<file path="src/rtl/mcd_pkg.sv">
// shared types and constants for the multi-click detector
`default_nettype none
package mcd_pkg;

    localparam int unsigned LenW   = 16;
    localparam int unsigned TallyW = 8;
    localparam int unsigned CfgAddrW = 2;

    localparam logic [LenW-1:0]   LenMax   = {LenW{1'b1}};
    localparam logic [TallyW-1:0] TallyMax = {TallyW{1'b1}};

    // register indexes of the configuration port
    localparam logic [CfgAddrW-1:0] RegPressMin   = 2'd0;
    localparam logic [CfgAddrW-1:0] RegPressMax   = 2'd1;
    localparam logic [CfgAddrW-1:0] RegReleaseMin = 2'd2;
    localparam logic [CfgAddrW-1:0] RegReleaseMax = 2'd3;

    localparam logic [LenW-1:0] PressMinRst   = 16'd5;
    localparam logic [LenW-1:0] PressMaxRst   = 16'd50;
    localparam logic [LenW-1:0] ReleaseMinRst = 16'd4;
    localparam logic [LenW-1:0] ReleaseMaxRst = 16'd18;

    // beat kinds on the input tuser
    localparam logic ReqFrame = 1'b0;
    localparam logic ReqRead  = 1'b1;

    typedef struct packed {
        logic [LenW-1:0] press_min;
        logic [LenW-1:0] press_max;
        logic [LenW-1:0] release_min;
        logic [LenW-1:0] release_max;
    } cfg_t;

    typedef struct packed {
        logic [LenW-1:0]   press_len;
        logic [LenW-1:0]   release_len;
        logic [LenW-1:0]   last_press_len;
        logic [TallyW-1:0] click_tally;
        logic              click_marked;
        logic              pending_valid;
        logic [TallyW-1:0] pending_count;
    } det_state_t;

    typedef struct packed {
        logic              report_valid;
        logic [TallyW-1:0] click_count;
    } result_t;

endpackage
`default_nettype wire

</file>
<file path="src/rtl/mcd_update.sv">
// next-state and result logic for one input beat
`default_nettype none
module mcd_update (
    input  wire logic               req_type,
    input  wire logic               pressed,
    input  wire mcd_pkg::cfg_t      cfg,
    input  wire mcd_pkg::det_state_t st,
    output mcd_pkg::det_state_t     st_next,
    output mcd_pkg::result_t        res
);

    mcd_pkg::det_state_t fr;
    logic                hit;

    always_comb begin
        fr = st;
        if (pressed) begin
            fr.press_len    = (st.press_len != mcd_pkg::LenMax) ?
                              st.press_len + 1'b1 : st.press_len;
            fr.release_len  = '0;
            fr.click_marked = 1'b0;
        end else begin
            if (st.press_len != '0) begin
                fr.last_press_len = st.press_len;
                fr.press_len      = '0;
            end
            fr.release_len = (st.release_len != mcd_pkg::LenMax) ?
                             st.release_len + 1'b1 : st.release_len;
        end

        hit = (fr.last_press_len >= cfg.press_min) &&
              (fr.last_press_len <= cfg.press_max) &&
              (fr.release_len >= cfg.release_min) &&
              (fr.release_len <= cfg.release_max) && !fr.click_marked;
        if (hit) begin
            if (fr.click_tally != mcd_pkg::TallyMax) begin
                fr.click_tally = fr.click_tally + 1'b1;
            end
            fr.click_marked = 1'b1;
        end

        // sequence finished: move the tally to the report
        if ((fr.release_len > cfg.release_max) && (fr.click_tally != '0)) begin
            fr.pending_valid = 1'b1;
            fr.pending_count = fr.click_tally;
            fr.click_tally   = '0;
        end

        if (req_type == mcd_pkg::ReqRead) begin
            res.report_valid      = st.pending_valid;
            res.click_count       = st.pending_valid ? st.pending_count : '0;
            st_next               = st;
            st_next.pending_valid = 1'b0;
            st_next.pending_count = '0;
        end else begin
            res.report_valid = fr.pending_valid;
            res.click_count  = fr.pending_valid ? fr.pending_count : '0;
            st_next          = fr;
        end
    end

endmodule
`default_nettype wire

</file>
<file path="src/rtl/multi_click_detector_unit.sv">
// multi-click detector top level: stream channels, config registers, state
//
// usage:
//   input beats: s_tuser[0] is the kind (0 = frame sample, 1 = read and clear),
//   s_tdata[0] is the button level for frame samples.
//   every input beat gives exactly one result beat: m_tuser[0] flags a
//   pending click report, m_tdata[7:0] holds its click count (0 without one).
//   the detector state is updated in the cycle the beat is taken and the
//   result sits in the output register from the next cycle on.
//   throughput is one beat per cycle while m_tready holds; the output register
//   is the only stage, so s_tready stays high while it is empty or being taken.
//   when the receiver stalls, the result is held and s_tready drops until
//   it is taken; no beat is lost.
//   the cfg port writes a window register (0 press_min, 1 press_max,
//   2 release_min, 3 release_max) on any cycle cfg_we is high; write only
//   while the block is idle.
//   reset (aresetn low, synchronous) clears all counters and the pending
//   report, empties the output register and reloads the register defaults
//   5, 50, 4 and 18.
`default_nettype none
module multi_click_detector_unit (
    input  wire logic        aclk,
    input  wire logic        aresetn,
    input  wire logic        s_tvalid,
    output logic             s_tready,
    input  wire logic [7:0]  s_tdata,   // [0] pressed, [7:1] zero
    input  wire logic        s_tuser,   // [0] req_type
    output logic             m_tvalid,
    input  wire logic        m_tready,
    output logic [7:0]       m_tdata,   // [7:0] click_count
    output logic             m_tuser,   // [0] report_valid
    input  wire logic        cfg_we,
    input  wire logic [mcd_pkg::CfgAddrW-1:0] cfg_addr,
    input  wire logic [mcd_pkg::LenW-1:0]     cfg_wdata
);

    mcd_pkg::cfg_t       cfg_reg;
    mcd_pkg::det_state_t st_reg;
    mcd_pkg::det_state_t st_next;
    mcd_pkg::result_t    res_next;
    mcd_pkg::result_t    res_reg;
    logic                out_valid_reg;
    logic                in_fire;

    assign s_tready = !out_valid_reg || m_tready;
    assign in_fire  = s_tvalid && s_tready;

    mcd_update u_update (
        .req_type (s_tuser),
        .pressed  (s_tdata[0]),
        .cfg      (cfg_reg),
        .st       (st_reg),
        .st_next  (st_next),
        .res      (res_next)
    );

    always_ff @(posedge aclk) begin
        if (!aresetn) begin
            cfg_reg.press_min   <= mcd_pkg::PressMinRst;
            cfg_reg.press_max   <= mcd_pkg::PressMaxRst;
            cfg_reg.release_min <= mcd_pkg::ReleaseMinRst;
            cfg_reg.release_max <= mcd_pkg::ReleaseMaxRst;
        end else if (cfg_we) begin
            case (cfg_addr)
                mcd_pkg::RegPressMin:   cfg_reg.press_min   <= cfg_wdata;
                mcd_pkg::RegPressMax:   cfg_reg.press_max   <= cfg_wdata;
                mcd_pkg::RegReleaseMin: cfg_reg.release_min <= cfg_wdata;
                mcd_pkg::RegReleaseMax: cfg_reg.release_max <= cfg_wdata;
                default: ;
            endcase
        end
    end

    always_ff @(posedge aclk) begin
        if (!aresetn) begin
            st_reg        <= '0;
            out_valid_reg <= 1'b0;
        end else begin
            if (in_fire) begin
                st_reg <= st_next;
            end
            if (in_fire) begin
                out_valid_reg <= 1'b1;
            end else if (m_tready) begin
                out_valid_reg <= 1'b0;
            end
        end
    end

    // result payload, no reset needed
    always_ff @(posedge aclk) begin
        if (in_fire) begin
            res_reg <= res_next;
        end
    end

    assign m_tvalid = out_valid_reg;
    assign m_tdata  = res_reg.click_count;
    assign m_tuser  = res_reg.report_valid;

endmodule
`default_nettype wire
</file>
<file path="config.mk">
export PLATFORM = sky130hd
export DESIGN_NAME = multi_click_detector_unit
export DESIGN_NICKNAME = d
export VERILOG_FILES = /design/src/rtl/mcd_pkg.sv /design/src/rtl/mcd_update.sv /design/src/rtl/multi_click_detector_unit.sv
export SDC_FILE = /design/constraint.sdc
export NUM_CORES = 1
export LEC_CHECK = 0
export ABC_AREA = 1
export BUFFER_PORTS_ARGS = -buffer_cell sky130_fd_sc_hd__clkbuf_2
export CAP_MARGIN = 20
export CORE_UTILIZATION = 55
export CTS_BUF_LIST = sky130_fd_sc_hd__clkbuf_4 sky130_fd_sc_hd__clkbuf_8 sky130_fd_sc_hd__clkbuf_16
export DETAILED_ROUTE_END_ITERATION = 8
export MAX_ROUTING_LAYER = met4
export PLACE_DENSITY = 0.73
export SKIP_LAST_GASP = 1
export SLEW_MARGIN = 0
export SYNTH_ARGS = -nofsm -noshare
export SYNTH_HDL_FRONTEND = slang
export SYNTH_SLANG_ARGS = --single-unit
</file>
<file path="constraint.sdc">
create_clock -name aclk -period 5.05 [get_ports aclk]
set_clock_uncertainty 0.05 [all_clocks]
set_input_delay 0.2525 -clock aclk [delete_from_list [all_inputs] [get_ports aclk]]
set_output_delay 0.2525 -clock aclk [all_outputs]
set_load 0.005 [all_outputs]
</file>
; ---- Word level (Yosys, flattened, before mapping)
; Cells that the tools add are included.
[op_classes]
n_addsub = 3
order_cmp = 5
eq_ne = 7
n_mux = 17
bitwise = 1
reduce_logical = 20
[op_table]
columns = operator, count
row1 = two-way mux 16 bit, 5
row2 = two-way mux 9 bit, 4
row3 = adder 16 x 1 -> 16 bit (second input constant), 2
row4 = >= comparator 16 bit, 2
row5 = less-or-equal comparator 16 bit, 2
row6 = two-way mux 32 bit, 1
row7 = two-way mux 8 bit, 4
row8 = != test 16 bit (second input constant), 2
row9 = > comparator 16 bit, 1
row10 = nonzero test 16 bit, 1
row11 = AND reduction 2 bit, 5
row12 = adder 8 x 1 -> 8 bit (second input constant), 1
row13 = != test 8 bit (second input constant), 1
row14 = nonzero test 8 bit, 1
row15 = logical AND 1 bit, 6
row16 = == test 2 bit (second input constant), 2
row17 = AND reduction 4 bit, 1
row18 = nonzero test 2 bit, 2
row19 = two-way mux 1 bit, 3
row20 = == test 2 x 1 -> 1 bit (second input constant), 1
row21 = logical NOT 1 bit, 2
row22 = logical NOT 2 bit, 1
row23 = != test 2 x 1 -> 1 bit (second input constant), 1
row24 = logical OR 1 bit, 1
row25 = inverter 1 bit, 1
[word_totals]
ff_bits = 140

; ---- Longest topological paths before layout
; Gate-level depths: netlist of run 1.
[logic_depth]
word_depth = 14
mapped_depth = 38
mapped_depth_nobuf = 37

; ---- Hierarchy
; Synthesis of run 1 repeated with hierarchy kept, for this count alone.
[unflattened]
hier_cells = 1634
area_unflattened_um2 = 9935.8
[modules_own_cells]
columns = module, n_inst, cells_per_inst, area_each_um2, seq_area_each_um2
row1 = multi_click_detector_unit, 1, 849, 5865.6, 2892.8
row2 = mcd_update, 1, 785, 4070.2, 0.0

; ---- Worst setup path before layout of run 1
; Ideal clock, no wire load.
[synth_path]
path_type = reg-to-reg
start = register st_reg[34] (netlist bit)
end = register res_reg, in the netlist m_tdata[6], data pin
setup_ns = 0.259
arrival_ns = 3.743
required_ns = 4.741
path_slack_ns = 0.998
path_stages_with_launch = 32
synth_period_minus_slack_ns = 4.052
cell_sequence = dfxtp_1 ha_1 inv_1 nor3_1 nand4_1 nor2_1 inv_1 nor2_1 inv_1 nor2_2 inv_1 nand2_1 inv_1 o21ai_0 inv_1 ha_1 nand4_1 nor3_1 nand3_1 nand3_1 nand3_4 nor2_8 nand3_1 nand2_1 nand2_1 nor2_2 nand2_4 nand2_4 buf_6 nand2_1 nand2_1 o21ai_1
[synth_lines]
columns = item, line
row1 = from (decl), multi_click_detector_unit.sv:38  ; mcd_pkg::det_state_t st_reg;
row2 = from (signal assigned), multi_click_detector_unit.sv:80  ; st_reg <= st_next;
row3 = to (signal assigned), multi_click_detector_unit.sv:93  ; res_reg <= res_next;
row4 = to (decl), multi_click_detector_unit.sv:41  ; mcd_pkg::result_t res_reg;

==> impl_metrics.toml, run 1 <==
[synth]
syn-num-nets = 1207
synth_edf_count = 9
synth_seq_cells = 140
seq_area_frac_synth_pct = 36.86
ys.warnings.count = 0
ys_async_sr_fraction_pct = 0
synth_cell_types = 41
netlist_area_um2 = 7848
synth_flop_cell = "dfxtp_1"
netlist_instances = 1107
avgSynthCellArea_um2 = 7.089

[critical_path]
path_max_fanout = 10
critPathRequiredTime_ns = 5.17
cp_slowest_stage_delay_ns = 0.34
cp-start-kind = "flop"
crit_path_frequent_cell = "nand2_1"
crit_end = "m_tdata[4]"
reg2reg_depth = 36
rrSetupSlack_ns = 0.46
path_class = "reg2reg"
cp_data_arrival_time_ns = 4.72
crit-reg2reg-launch = "st_reg[34]"
rr_endpoint = "m_tdata[4]"
slowest_stage = "dfxtp_2"
startpoint = "st_reg[34]"
end_kind = "flop"

[die]
die_w_um = 121.5
core-area_um2 = 13880
die_h_um = 121.5
initial_core_util_pct = 56.54
rows = 43
die_area_um2 = 14750
io-pin-count = 43

[pwr]
power_density_nw_per_um2 = 305.7
p_int_mw = 1.973
p_sw_mw = 0.7202
max-vdd-ir-drop_v = 0.0002541
seqPwrFrac_pct = 43.7
leakagePower_nw = 3.965
switching_share_pct = 26.74
p_comb_share_pct = 11.8
clkPwrFrac_pct = 44.5

[finish]
most-common-layout-cells = "nand2_1, inv_1, a21oi_1"
n_fill_cell = 1254
largest_register_ffs = 66
final_common_cell = "nand2_1"
areaGrowthSynthToFinish_pct = 12.26
diodes = 0
final_layout_size_suffix_gt1_share_pct = 9.051
nNetsFinal = 1236

[sta]
fin_crit_sh_pct = 90.97
rsz0062_at_grt = "false"
tightestPinTransition_ns = 0.9812
fin_crit_ns = 4.594
drv_slew = 0
slew_headroom_pct = 34.40
final-setup-viol-count = 0
setup_slack_ns = 0.4562
max_freq_ghz = 0.2177
timing.setup.tns_ns = 0
finalHoldViolCount = 0

[global_route]
grt_pass1_wl_um = 30100
grt_pass1_vias = 6318
grtUsageTotal_pct = 27.02
overflow = 0
antenna_found_initial = 0
grt_max_degree = 62

[clocking]
postCtsHoldBufs = 0
clk_root_buffer_cell = "clkbuf_16"
cts_inserted_buffers = 17
clkTransAtPathRegs_ns = 0.06
cts_tree = "built"
post_cts_buffers = 0
htree_levels = 4
cts_sinks = 140
clk_latency_ns = 0.42
clock_path_buffers = 2

[outcome]
outcome = "finished, final reports clean"

[placed_design]
hpwl_um = 13330
portBuffers = 35
gp_congestion = 0.8884
post-place-ws_ns = 0.1750

[routing]
routed_wirelength_um = 18580
via_per_inst = 5.314
vias = 7062
drc_errors = 0
initialDrtViolationCount = 464
wl_per_cell_um = 13.98
drtPass1Iterations = 6
ant_nets = 0

[run]
max-cap-violations = 0

[min_path]
hold_path_class = "in2reg"
power by group through the flow:
stage                     Combinational (mW)  Sequential (mW)  Clock (mW)
after global routing                   0.362             1.18        1.26
after detailed placement               0.309             1.20           0
after global placement                 0.301             1.20           0
after CTS                              0.312             1.18        1.21
final                                  0.319             1.18        1.20
after floorplan                        0.224             1.20           0
cell usage after synthesis (2+ instances only):
cell type	instances	area, um2
inv_2	2	7.510
or2_2	2	12.51
ha_1	68	850.8
inv_1	186	698.2
xnor2_1	2	17.52
nand2_2	2	12.51
nor3_1	18	90.09
clkbuf_1	34	127.6
nand2_4	2	22.52
nand4_1	15	93.84
o21ai_0	110	550.5
o21a_1	2	15.01
nor2_2	3	18.77
nand2_1	201	754.5
buf_2	3	15.01
nor4_1	7	43.79
a211oi_1	21	157.7
xor2_1	6	52.55
o21ai_1	11	55.05
dfxtp_1	131	2623
nor2_1	72	270.3
edfxtp_1	9	270.3
nand3_1	47	235.2
a21oi_1	131	655.6
o211ai_1	6	45.04
worst min path at each step:
stage | from | end | slack (ns) | cells after the start
5_1_grt | cfg_wdata[2] | cfg_reg[18] | 0.06 | 3
4_1_cts | cfg_wdata[2] | cfg_reg[50] | 0.05 | 3
2_1_floorplan | cfg_wdata[0] | cfg_reg[48] | 0.33 | 2
3_3_place_gp | st_reg[18] | st_reg[18] | 0.38 | 2
3_5_place_dp | st_reg[18] | st_reg[18] | 0.38 | 2
6_report | cfg_wdata[2] | cfg_reg[50] | 0.05 | 3
cells by family after synthesis:
logic type                 share of synthesized area [%]
buffers and inverters                              11.00
adders and majority gates                          10.84
xor gates and xnor gates                          0.8929
DFF                                                36.86
and+or+nand+nor                                    20.70
AOI/OAI and AO/OA                                  19.71
metal layers:
metal	track usage, %	routed length, um	vias to the layer above
met2	44.32	8887	116
met4	8.102	172	0
met1	33.65	8898	3224
met3	5.075	618	14
met5	-	0	-
li1	-	-	3708
per-stage QoR:
step | cells | hold slack [ns] | util (%) | instance area, um2 | power (mW)
floorplan | 1107 | 0.3288 | - | 7848 | 1.420
global placement | 1297 | 0.3796 | 59.12 | 8207 | 1.500
detailed placement | 1297 | 0.3831 | 59.12 | 8207 | 1.509
CTS | 1329 | 0.04955 | 63.17 | 8768 | 2.699
global route | 1329 | 0.06443 | 63.47 | 8810 | 2.804
finish | 1329 | 0.05439 | 63.47 | 8810 | 2.693
critical path: cells and delay by family (launching register included):
kind            cells  cell delay, ns
flops               1            0.34
fa+ha+maj           2            0.50
simple gates       26            2.67
compound gates      1            0.09
buf+inv             7            0.69
what timing repair did:
item,4_1_cts,5_1_grt
setup endpoints to repair,0,26
resized for setup,0,12
hold endpoints to repair,0,0
layout make-up:
cell class | count | area [um2] | area share [%]
well taps | 180 | 225.2 | 2.556
flip-flops and latches | 140 | 2894 | 32.85
clock inverters | 10 | 92.59 | 1.051
clock buffers | 22 | 469.2 | 5.326
inverters | 189 | 711.9 | 8.081
repair buffers | 48 | 285.3 | 3.238
multi-input cells | 740 | 4131 | 46.90
No activity file was read; power rests on OpenSTA's default activity.
==> inputs of run 2 (changes only) <==
--- a/config.mk
+++ b/config.mk
@@ -8,6 +8,7 @@
 export ABC_AREA = 1
 export BUFFER_PORTS_ARGS = -buffer_cell sky130_fd_sc_hd__clkbuf_2
 export CAP_MARGIN = 20
+export CORE_ASPECT_RATIO = 0.8
 export CORE_UTILIZATION = 55
 export CTS_BUF_LIST = sky130_fd_sc_hd__clkbuf_4 sky130_fd_sc_hd__clkbuf_8 sky130_fd_sc_hd__clkbuf_16
 export DETAILED_ROUTE_END_ITERATION = 8
==> run 2 against run 1 <==
Against the previous run:
- utilization up 1.4 points
- setup slack better by 0.066 ns
- register-to-register slack better by 0.07 ns
- sequential cell count unchanged
- critical path type unchanged
- critical endpoint is now m_tdata[5]
==> impl_metrics.toml, run 2 (synthesis gave the netlist of run 1 again) <==
[critical_path]
path_max_fanout = 24
cp-start-kind = "flop"
worst-path-buf-inv = 2
cp_slowest_stage_delay_ns = 0.43
crit_path_frequent_cell = "nand2_1"
critPathRequiredTime_ns = 5.17
path_class = "reg2reg"
crit_family = "compound AO/OA/AOI/OAI gates"
end_kind = "flop"
slowest_stage = "o21ai_0"
cp_data_arrival_time_ns = 4.65
rrSetupSlack_ns = 0.52
path_cells = "inv_1 > ha_1 > nand3_1 > nor4_2 > a31oi_4 > o21ai_0 > ha_1 > a21oi_1 > nand2_1 > a21oi_1 > nand2_1 > a21oi_2 > nand4_2 > o21ai_1 > nand2_1 > nor2_2 > nand2_4 > nand2_4 > buf_4 > nand2_1 > nand2_1 > o21ai_1"

[die]
io-pin-count = 43
core-area_um2 = 13740
die_area_um2 = 14750
die_w_um = 135.6
initial_core_util_pct = 57.11
die_h_um = 108.8
rows = 38

[pwr]
fin_total_pwr_mw = 2.816
p_int_mw = 2.092
power_density_nw_per_um2 = 316.2
clkPwrFrac_pct = 46.7
p_comb_share_pct = 11.6
seqPwrFrac_pct = 41.7
p_sw_mw = 0.7247
leakagePower_nw = 4.000
max-vdd-ir-drop_v = 0.0002559
switching_share_pct = 25.73

[run]
max-cap-violations = 0

[outcome]
outcome = "finished, final reports clean"

[finish]
nNetsFinal = 1242
final_common_cell = "nand2_1"
final_layout_size_suffix_gt1_share_pct = 9.610
areaGrowthSynthToFinish_pct = 13.50
diodes = 0
fin_util_pct = 64.82
largest_register_ffs = 66
most-common-layout-cells = "nand2_1, inv_1, dfxtp_1"

[placed_design]
portBuffers = 35
post-place-ws_ns = 0.2201
hpwl_um = 13110
gp_congestion = 0.8844

[sta]
fin_crit_ns = 4.528
final-setup-viol-count = 0
hold-worst-slack_ns = 0.04707
fin_crit_sh_pct = 89.67
finalHoldViolCount = 0
max_freq_ghz = 0.2208
tightestPinTransition_ns = 1.057
timing.setup.tns_ns = 0
slew_headroom_pct = 29.35
rsz0062_at_grt = "false"
drv_slew = 0
setup_slack_ns = 0.5218

[routing]
drc_errors = 0
wl_per_cell_um = 13.67
via_per_inst = 5.325
routed_wirelength_um = 18250
wl_met1_um = 9331
met3WireLength_um = 1029
topRoutingLayerUsed = "met4"
wl_met2_um = 7669
ant_nets = 0
initialDrtViolationCount = 486
vias = 7109
drtPass1Iterations = 5

[global_route]
grt_pass1_wl_um = 30570
antenna_found_initial = 0
grt_pass1_vias = 6298
grt_max_degree = 80
overflow = 0
grtUsageTotal_pct = 27.35

[clocking]
clk_root_buffer_cell = "clkbuf_16"
cts_inserted_buffers = 17
cts_sinks = 140
clk_latency_ns = 0.43
clock_path_buffers = 2
clkTransAtPathRegs_ns = 0.06
cts_tree = "built"
htree_levels = 4

[min_path]
hold_path_class = "in2reg"
[run 2: changes by cell type in the layout (fill, tap and decap cells not counted), sizes merged]
cell	delta
buf	+6
bufinv	+2
clkinv	-2
[run 2: final cells by class]
type | instances | area (um2)
Clock inverter | 10 | 138.9
Sequential cell | 140 | 2893
Multi-Input combinational cell | 740 | 4139
Timing Repair Buffer | 54 | 317.8
Fill cell | 1246 | 4833
Clock buffer | 22 | 481.7
Inverter | 189 | 711.9
Tap cell | 180 | 225.2
[run 2: timing repair]
action,in CTS,in global routing
endpoints found under the setup margin,0,26
gates resized for setup,0,13
endpoints found under the hold margin,0,0
hold buffers,0,0
setup buffers,0,0
[run 2: metal layers]
metal	GRT usage [%]	up-vias
met5	-	-
met4	7.624	0
met3	5.114	18
met2	40.71	164
met1	37.67	3198
li1	-	3729
[run 2: final timing paths]
path	end	depth (start not counted)	startpoint
worst min register to register	st_reg[18]	2	st_reg[18]
worst max-delay path	m_tdata[5]	22	st_reg[50]
worst min-delay path	cfg_reg[18]	3	cfg_wdata[2]
worst max register to register	m_tdata[5]	22	st_reg[50]
[run 2: power groups by stage]
stage	clock (mW)	sequential [mW]	combinational (mW)
after global placement	0	1.20	0.306
after global routing	1.38	1.18	0.373
after detailed placement	0	1.20	0.314
final	1.31	1.18	0.326
after CTS	1.33	1.18	0.318
after floorplan	0	1.20	0.224
[run 2: metrics by stage]
step	std cells	cell area, um2
CTS	1335	8860
global placement	1303	8239
global route	1335	8907
floorplan	1107	7848
finish	1335	8907
detailed placement	1303	8239
[run 2: worst min-delay path, delay by kind of cell]
family                 cells  cell delay [ns]
AND/OR/NAND/NOR            1             0.06
buffers and inverters      1             0.12
AO/OA/AOI/OAI              1             0.07
